[src/hdl/imhs_pkg.sv]
// Shared types and codes for the indexed min-heap task scheduler.
// No dependencies; used by indexed_min_heap_task_scheduler_unit.
package imhs_pkg;

    localparam int TASK_IDS = 16;

    localparam logic [1:0] OP_INSERT = 2'd0;
    localparam logic [1:0] OP_REMOVE = 2'd1;
    localparam logic [1:0] OP_CHANGE = 2'd2;
    localparam logic [1:0] OP_NOP    = 2'd3;

    localparam logic [1:0] ST_OK      = 2'd0;
    localparam logic [1:0] ST_FULL    = 2'd1;
    localparam logic [1:0] ST_PRESENT = 2'd2;
    localparam logic [1:0] ST_ABSENT  = 2'd3;

    typedef struct packed {
        logic [1:0] opcode;
        logic [3:0] task_id;
        logic [7:0] priority_req;
    } in_item_t;

    typedef struct packed {
        logic [3:0] top_task;
        logic [7:0] top_priority;
        logic [4:0] entry_count;
        logic       heap_empty;
        logic [1:0] status;
    } out_item_t;

    // One heap slot: the task and its priority kept side by side.
    typedef struct packed {
        logic [3:0] task_id;
        logic [7:0] prio;
    } heap_entry_t;

    typedef enum logic [3:0] {
        S_IDLE,
        S_POS,
        S_ENT,
        S_UP,
        S_UP_CMP,
        S_RM_RD,
        S_RM_LD,
        S_DN,
        S_DN_L,
        S_DN_R,
        S_DN_DEC,
        S_FIN,
        S_FIN2
    } fsm_state_t;

endpackage

[src/hdl/indexed_min_heap_task_scheduler_unit.sv]
// Indexed binary min-heap task scheduler, top level.
// Depends on imhs_pkg for payload types, codes and FSM states.
//
// s_valid/s_ready/s_data carry one request (opcode, task_id, priority_req);
// m_valid/m_ready/m_data return one result per request: root task and its
// priority, entry count, empty flag and status. A transfer happens on a
// rising aclk edge with valid and ready both high.
// heap_mem holds {task, priority} per slot, pos_mem the slot of each task;
// both read registered, one read and one write per cycle.
// One request at a time. A refused request or a no-op goes straight to the
// result; insert climbs level by level from the new last slot, change looks
// up the position and then the entry and sifts up or down, remove looks both
// up, forces the entry to the root, then moves the last entry there and
// sifts it down (or ends at once when it empties the heap). s_ready is high
// only when idle, so the next input transfer waits until the result is posted.
// Reset (aresetn low, synchronous): heap empty, no task present, no result
// pending, s_ready low. Memory contents are not cleared.
// Stall: a result waits in the output register until m_ready; the next
// request is still taken and worked on, and its result holds in the final
// state until the output register frees.
module indexed_min_heap_task_scheduler_unit #(
    parameter int TASK_SLOTS = 16
) (
    input  logic                aclk,
    input  logic                aresetn,
    input  logic                s_valid,
    output logic                s_ready,
    input  imhs_pkg::in_item_t  s_data,
    output logic                m_valid,
    input  logic                m_ready,
    output imhs_pkg::out_item_t m_data
);

    localparam int SW = (TASK_SLOTS > 1) ? $clog2(TASK_SLOTS) : 1;
    localparam int CW = $clog2(TASK_SLOTS + 1);
    localparam int XW = SW + 2;   // child index, may run past the heap

    // Storage
    imhs_pkg::heap_entry_t heap_mem [TASK_SLOTS];
    logic [SW-1:0]         pos_mem  [imhs_pkg::TASK_IDS];

    // Control registers
    imhs_pkg::fsm_state_t state_reg, state_next;
    logic [CW-1:0]        count_reg, count_next;
    logic [15:0]          present_reg, present_next;
    logic                 m_valid_reg, m_valid_next;

    // Working registers
    imhs_pkg::in_item_t    req_reg, req_next;
    imhs_pkg::heap_entry_t cur_reg, cur_next;    // entry being moved
    imhs_pkg::heap_entry_t best_reg, best_next;  // best of moving entry and children on sift-down
    logic [SW-1:0]         s_reg, s_next;        // current hole slot
    logic [SW-1:0]         bidx_reg, bidx_next;
    logic                  bwin_reg, bwin_next;
    logic                  force_reg, force_next;
    logic [1:0]            stat_reg, stat_next;
    imhs_pkg::out_item_t   m_data_reg, m_data_next;

    // Memory ports
    logic                  heap_re, heap_we, pos_we;
    logic [SW-1:0]         heap_raddr, heap_waddr, pos_wdata;
    logic [3:0]            pos_waddr;
    imhs_pkg::heap_entry_t heap_wdata, heap_rd_reg;
    logic [SW-1:0]         pos_rd_reg;
    logic                  pos_re;

    // Tree arithmetic
    logic [SW-1:0] parent_idx;
    logic [XW-1:0] left_x, right_x, n_x;

    assign parent_idx = SW'((s_reg - SW'(1)) >> 1);
    assign left_x     = XW'({s_reg, 1'b1});
    assign right_x    = left_x + XW'(1);
    assign n_x        = XW'(count_reg);

    assign s_ready = aresetn && (state_reg == imhs_pkg::S_IDLE);
    assign m_valid = m_valid_reg;
    assign m_data  = m_data_reg;

    always_ff @(posedge aclk) begin
        if (heap_we) begin
            heap_mem[heap_waddr] <= heap_wdata;
        end
        if (heap_re) begin
            heap_rd_reg <= heap_mem[heap_raddr];
        end
        if (pos_we) begin
            pos_mem[pos_waddr] <= pos_wdata;
        end
        if (pos_re) begin
            pos_rd_reg <= pos_mem[s_data.task_id];
        end
    end

    always_ff @(posedge aclk) begin
        if (!aresetn) begin
            state_reg   <= imhs_pkg::S_IDLE;
            count_reg   <= '0;
            present_reg <= '0;
            m_valid_reg <= 1'b0;
        end else begin
            state_reg   <= state_next;
            count_reg   <= count_next;
            present_reg <= present_next;
            m_valid_reg <= m_valid_next;
        end
        req_reg    <= req_next;
        cur_reg    <= cur_next;
        best_reg   <= best_next;
        s_reg      <= s_next;
        bidx_reg   <= bidx_next;
        bwin_reg   <= bwin_next;
        force_reg  <= force_next;
        stat_reg   <= stat_next;
        m_data_reg <= m_data_next;
    end

    always_comb begin
        state_next   = state_reg;
        count_next   = count_reg;
        present_next = present_reg;
        m_valid_next = m_valid_reg && !m_ready;
        req_next     = req_reg;
        cur_next     = cur_reg;
        best_next    = best_reg;
        s_next       = s_reg;
        bidx_next    = bidx_reg;
        bwin_next    = bwin_reg;
        force_next   = force_reg;
        stat_next    = stat_reg;
        m_data_next  = m_data_reg;
        heap_re      = 1'b0;
        heap_raddr   = '0;
        heap_we      = 1'b0;
        heap_waddr   = s_reg;
        heap_wdata   = cur_reg;
        pos_re       = 1'b0;
        pos_we       = 1'b0;
        pos_waddr    = cur_reg.task_id;
        pos_wdata    = s_reg;

        unique case (state_reg)
            imhs_pkg::S_IDLE: begin
                pos_re = s_valid;
                if (s_valid) begin
                    req_next   = s_data;
                    stat_next  = imhs_pkg::ST_OK;
                    force_next = 1'b0;
                    state_next = imhs_pkg::S_FIN;
                    case (s_data.opcode) inside
                        imhs_pkg::OP_INSERT: begin
                            if (present_reg[s_data.task_id]) begin
                                stat_next = imhs_pkg::ST_PRESENT;
                            end else if (count_reg >= CW'(TASK_SLOTS)) begin
                                stat_next = imhs_pkg::ST_FULL;
                            end else begin
                                cur_next = '{task_id: s_data.task_id,
                                             prio: s_data.priority_req};
                                s_next   = count_reg[SW-1:0];
                                count_next = count_reg + CW'(1);
                                present_next[s_data.task_id] = 1'b1;
                                state_next = imhs_pkg::S_UP;
                            end
                        end
                        imhs_pkg::OP_REMOVE, imhs_pkg::OP_CHANGE: begin
                            if (!present_reg[s_data.task_id]) begin
                                stat_next = imhs_pkg::ST_ABSENT;
                            end else begin
                                state_next = imhs_pkg::S_POS;
                            end
                        end
                        default: begin
                        end
                    endcase
                end
            end
            imhs_pkg::S_POS: begin
                s_next     = pos_rd_reg;
                heap_re    = 1'b1;
                heap_raddr = pos_rd_reg;
                state_next = imhs_pkg::S_ENT;
            end
            imhs_pkg::S_ENT: begin
                cur_next = heap_rd_reg;
                if (req_reg.opcode == imhs_pkg::OP_REMOVE) begin
                    force_next = 1'b1;
                    state_next = imhs_pkg::S_UP;
                end else begin
                    cur_next.prio = req_reg.priority_req;
                    if (req_reg.priority_req < heap_rd_reg.prio) begin
                        state_next = imhs_pkg::S_UP;
                    end else begin
                        state_next = imhs_pkg::S_DN;
                    end
                end
            end
            imhs_pkg::S_UP: begin
                if (s_reg == '0) begin
                    heap_we = 1'b1;
                    pos_we  = 1'b1;
                    state_next = force_reg ? imhs_pkg::S_RM_RD : imhs_pkg::S_FIN;
                end else begin
                    heap_re    = 1'b1;
                    heap_raddr = parent_idx;
                    state_next = imhs_pkg::S_UP_CMP;
                end
            end
            imhs_pkg::S_UP_CMP: begin
                heap_we = 1'b1;
                pos_we  = 1'b1;
                if (force_reg || (heap_rd_reg.prio > cur_reg.prio)) begin
                    // parent moves down into the hole
                    heap_wdata = heap_rd_reg;
                    pos_waddr  = heap_rd_reg.task_id;
                    s_next     = parent_idx;
                    state_next = imhs_pkg::S_UP;
                end else begin
                    state_next = imhs_pkg::S_FIN;
                end
            end
            imhs_pkg::S_RM_RD: begin
                count_next = count_reg - CW'(1);
                present_next[req_reg.task_id] = 1'b0;
                if (count_reg == CW'(1)) begin
                    state_next = imhs_pkg::S_FIN;
                end else begin
                    heap_re    = 1'b1;
                    heap_raddr = SW'(count_reg - CW'(1));
                    state_next = imhs_pkg::S_RM_LD;
                end
            end
            imhs_pkg::S_RM_LD: begin
                cur_next   = heap_rd_reg;
                s_next     = '0;
                state_next = imhs_pkg::S_DN;
            end
            imhs_pkg::S_DN: begin
                if (left_x >= n_x) begin
                    heap_we = 1'b1;
                    pos_we  = 1'b1;
                    state_next = imhs_pkg::S_FIN;
                end else begin
                    heap_re    = 1'b1;
                    heap_raddr = left_x[SW-1:0];
                    state_next = imhs_pkg::S_DN_L;
                end
            end
            imhs_pkg::S_DN_L: begin
                bwin_next = heap_rd_reg.prio < cur_reg.prio;
                best_next = (heap_rd_reg.prio < cur_reg.prio) ? heap_rd_reg : cur_reg;
                bidx_next = left_x[SW-1:0];
                if (right_x < n_x) begin
                    heap_re    = 1'b1;
                    heap_raddr = right_x[SW-1:0];
                    state_next = imhs_pkg::S_DN_R;
                end else begin
                    state_next = imhs_pkg::S_DN_DEC;
                end
            end
            imhs_pkg::S_DN_R: begin
                if (heap_rd_reg.prio < best_reg.prio) begin
                    bwin_next = 1'b1;
                    best_next = heap_rd_reg;
                    bidx_next = right_x[SW-1:0];
                end
                state_next = imhs_pkg::S_DN_DEC;
            end
            imhs_pkg::S_DN_DEC: begin
                heap_we = 1'b1;
                pos_we  = 1'b1;
                if (bwin_reg) begin
                    // winning child moves up into the hole
                    heap_wdata = best_reg;
                    pos_waddr  = best_reg.task_id;
                    s_next     = bidx_reg;
                    state_next = imhs_pkg::S_DN;
                end else begin
                    state_next = imhs_pkg::S_FIN;
                end
            end
            imhs_pkg::S_FIN: begin
                heap_re    = 1'b1;
                heap_raddr = '0;
                state_next = imhs_pkg::S_FIN2;
            end
            imhs_pkg::S_FIN2: begin
                if (!m_valid_reg || m_ready) begin
                    m_valid_next = 1'b1;
                    m_data_next.entry_count = 5'(count_reg);
                    m_data_next.status      = stat_reg;
                    if (count_reg == '0) begin
                        m_data_next.top_task     = '0;
                        m_data_next.top_priority = '0;
                        m_data_next.heap_empty   = 1'b1;
                    end else begin
                        m_data_next.top_task     = heap_rd_reg.task_id;
                        m_data_next.top_priority = heap_rd_reg.prio;
                        m_data_next.heap_empty   = 1'b0;
                    end
                    state_next = imhs_pkg::S_IDLE;
                end
            end
            default: begin
                state_next = imhs_pkg::S_IDLE;
            end
        endcase
    end

endmodule
[config.mk]
export PLATFORM = sky130hd
export DESIGN_NAME = indexed_min_heap_task_scheduler_unit
export DESIGN_NICKNAME = d
export VERILOG_FILES = /design/src/hdl/imhs_pkg.sv /design/src/hdl/indexed_min_heap_task_scheduler_unit.sv
export SDC_FILE = /design/constraint.sdc
export NUM_CORES = 1
export LEC_CHECK = 0
export BUFFER_PORTS_ARGS = -buffer_cell sky130_fd_sc_hd__buf_2
export CORE_UTILIZATION = 26
export DETAILED_ROUTE_END_ITERATION = 8
export HOLD_SLACK_MARGIN = 0.15
export PLACE_DENSITY_LB_ADDON = 0.3
export SYNTH_ARGS = -nofsm -noshare
export SYNTH_HDL_FRONTEND = slang
export SYNTH_SLANG_ARGS = --single-unit
[constraint.sdc]
create_clock -name aclk -period 3.9 [get_ports aclk]
set_input_delay 0.39 -clock aclk [delete_from_list [all_inputs] [get_ports aclk]]
set_output_delay 0.39 -clock aclk [all_outputs]
set_load 0.02 [all_outputs]
==> metrics.txt <==
Final HPWL DP=27000 um; Worst-Margin Slew=1.137 ns; r2r endpoint=pos_mem[12][0]; gp weighted congestion=0.7909; share of layout cells above drive strength 1=17.49%; Worst R2R Setup Slack=slightly below 0.4 ns; largest net degree at the start of global routing=32; Post-Synth XOR/XNOR Area=0.5974%; CP required=a little over 4 ns; Post-Synthesis Cells=1085; ANT cells=0; DRT antenna net count=0; Fillers=5970; Synth Area in Adders=3.103%; initial antenna violation count=0; Multi-input gate area=5005 um2; total power=14.41 mW; remaining global-route overflow=0; first-pass GRT wire length=60720 um; pwr dens=759.6 nW/um2; final period utilization=between 80% and 90%; Setup TNS=0 ns; Worst setup EP type=flop; Via density=4.778; status=complete, no violations; Synth Cell Area=16130 um2; CTS tree=yes; reg-to-reg startpoint=heap_rd_reg[1]; DRC=0; worst relative slew slack=approximately a quarter; Final Hold Viols=0; routed via count=9556; Max Root-Sink Buffers=3; die area=63030 um2; IO buf count=39; Max Cap Viol=0; core area=between 60000 and 70000 um2; sequential element share of the synthesized area=66.91%; worst vdd ir=0.3375 mV; die height=about 250 um; Total GRT Usage=12.81%; register bit count reported by yosys=368; final setup margin=between 0.3 and 0.4 ns; Post-synth EDFFs=approximately 340; Area growth syn-to-layout=17.67%; Total Wirelength=40400 um; Syn Nets=1143; worst-path maximum fanout=7; DR iter-0 viols=about 620; WP data arrival=3.71 ns; # nets final=1246; Setup Crit Path Kind=reg -> reg; register area=10790 um2; Startpoint Class=flop; fraction of synthesized area in multiplexers=10.27%; Ports=40; main combinational cell family by area after synthesis=multiplexers; Syn Area/Cell=14.86 um2; Post-Synth Simple-Gate Area=8.185%; worst setup path startpoint=heap_rd_reg[1]; Top FF cell, synth=edfxtp_1; r2r worst-path depth=8; crit-path cells=ha_1 > nor2b_1 > o211ai_1 > a21oi_1 > o21a_1 > o311ai_2 > or3b_2 > nor2_1; vias in the first global route=9611; clk_lat worst skew=0.57 ns; ys async rst share=0%; Largest register FFs=192; Worst Hold Class=in -> reg; clk sinks=368; unrepaired setup endpoints after global routing=false; Initial Util=26.52%; max-slew violation count=0; CP Capture Point=pos_mem[12][0]; drt pass-1 iters=5; pre-CTS setup slack=around 0.41 ns; CTS Buf Count=between 40 and 50; Resize count post-CTS=0; Die Wd=251.1 um; DR WL/cell=20.20 um; Worst path slowest cell=or3b_2; row count=90; fmax=285.3 MHz; setup violators final=0; Synth Area in Compound Gates=about 8.5%; post-layout util=31.21%; clock root buffer=clkbuf_16; Yosys warning count=0; Distinct cells, synth=71; minimum clock period=3.505 ns; H-tree depth=2; skew final=0.02738 ns; Clock transition at path regs=about 0.060 ns; P_leak=6.263 nW; CP max stage delay=~0.62 ns
[critical path: cells and delay by family, from the launching register on]
family | cells | cell delay [ns]
AOI/OAI and AO/OA | 4 | 1.16
adders and majority gates | 1 | 0.36
DFF | 1 | 0.53
and+or+nand+nor | 3 | 1.09
[cell usage in the layout, fill, tap and decap left out, types with 14 or more instances in the layout]
cell         n
a21oi_1     19
a22oi_1     49
buf_2       39
buf_4       56
clkbuf_16   43
dfxtp_1     26
edfxtp_1   342
ha_1        40
inv_1       40
mux2i_1    104
mux4_2      23
nand2_1     69
nand2b_1    14
nor2_1      51
nor3_1      15
o211ai_1    20
o21ai_0     45
[routing by layer]
| metal | track usage (%) | up-vias | routed length, um |
|---|---|---|---|
| met3 | 2.154 | 53 | 1773 |
| met5 | 0 | - | 0 |
| met1 | 16.90 | 4788 | 17790 |
| met2 | 21.76 | 246 | 20060 |
| met4 | 3.258 | 0 | 772 |
| li1 | - | 4469 | - |
[worst min path at each step]
| stage | start | to | slack (ns) | depth (start not counted) |
|---|---|---|---|---|
| floorplan | stat_reg[0] | m_data[0] | 0.40 | 0 |
| global placement | stat_reg[0] | m_data[0] | 0.41 | 0 |
| detailed placement | stat_reg[1] | m_data[1] | 0.42 | 0 |
| CTS | m_ready | m_valid | 0.16 | 3 |
| global route | m_ready | m_valid | 0.18 | 3 |
| finish | m_ready | m_valid | 0.19 | 3 |
[kinds of logic (layout without fill, tap and decap cells)]
| kind of cell | count (synthesis) | after routing |
|---|---|---|
| buffers and inverters | 91 | 224 |
| AND/OR/NAND/NOR | 245 | 245 |
| flip-flops | 368 | 368 |
| AO/OA/AOI/OAI | 197 | 197 |
| XOR/XNOR | 11 | 11 |
| adder cells (fa/ha/maj) | 40 | 40 |
| multiplexers | 133 | 133 |
[layout make-up]
| type | instances | area share (%) |
|---|---|---|
| Clock buffer | 56 | 6.033 |
| Clock inverter | 18 | 0.5406 |
| Inverter | 40 | 0.7912 |
| Multi-Input combinational cell | 626 | 26.37 |
| Sequential cell | 368 | 56.86 |
| Tap cell | 782 | 5.156 |
| Timing Repair Buffer | 110 | 4.246 |
[per-stage QoR]
| stage | hold slack (ns) | area, um2 | std cells |
|---|---|---|---|
| after CTS | 0.1645 | 18980 | 2000 |
| final | 0.1894 | 18980 | 2000 |
| after global placement | 0.4077 | 17620 | 1915 |
| after global routing | 0.1845 | 18980 | 2000 |
| after floorplan | 0.4003 | 16130 | 1085 |
| after detailed placement | 0.4198 | 17620 | 1915 |
[synthesized netlist by cell type (20+ instances only)]
| library cell | count | share of area, % |
|---|---|---|
| a22oi_1 | 49 | 2.3 |
| buf_2 | 22 | 0.68 |
| dfxtp_1 | 26 | 3.2 |
| edfxtp_1 | 342 | 64 |
| ha_1 | 40 | 3.1 |
| inv_1 | 40 | 0.93 |
| mux2i_1 | 104 | 6.5 |
| mux4_2 | 23 | 3.2 |
| nand2_1 | 69 | 1.6 |
| nor2_1 | 51 | 1.2 |
| nor3_1 | 20 | 0.62 |
| o211ai_1 | 20 | 0.93 |
| o21ai_0 | 45 | 1.4 |
[report_power, final]
group | total (mW) | switching [mW] | internal (mW)
logic | 5.03 | 3.18 | 1.85
clock network | 3.61 | 1.55 | 2.06
registers | 5.77 | 0.338 | 5.44
[what timing repair did]
item,CTS,global route
buffers inserted,0,0
hold buffers,11,0
hold endpoints to repair,19,0
(Power assumes the default switching activity.)
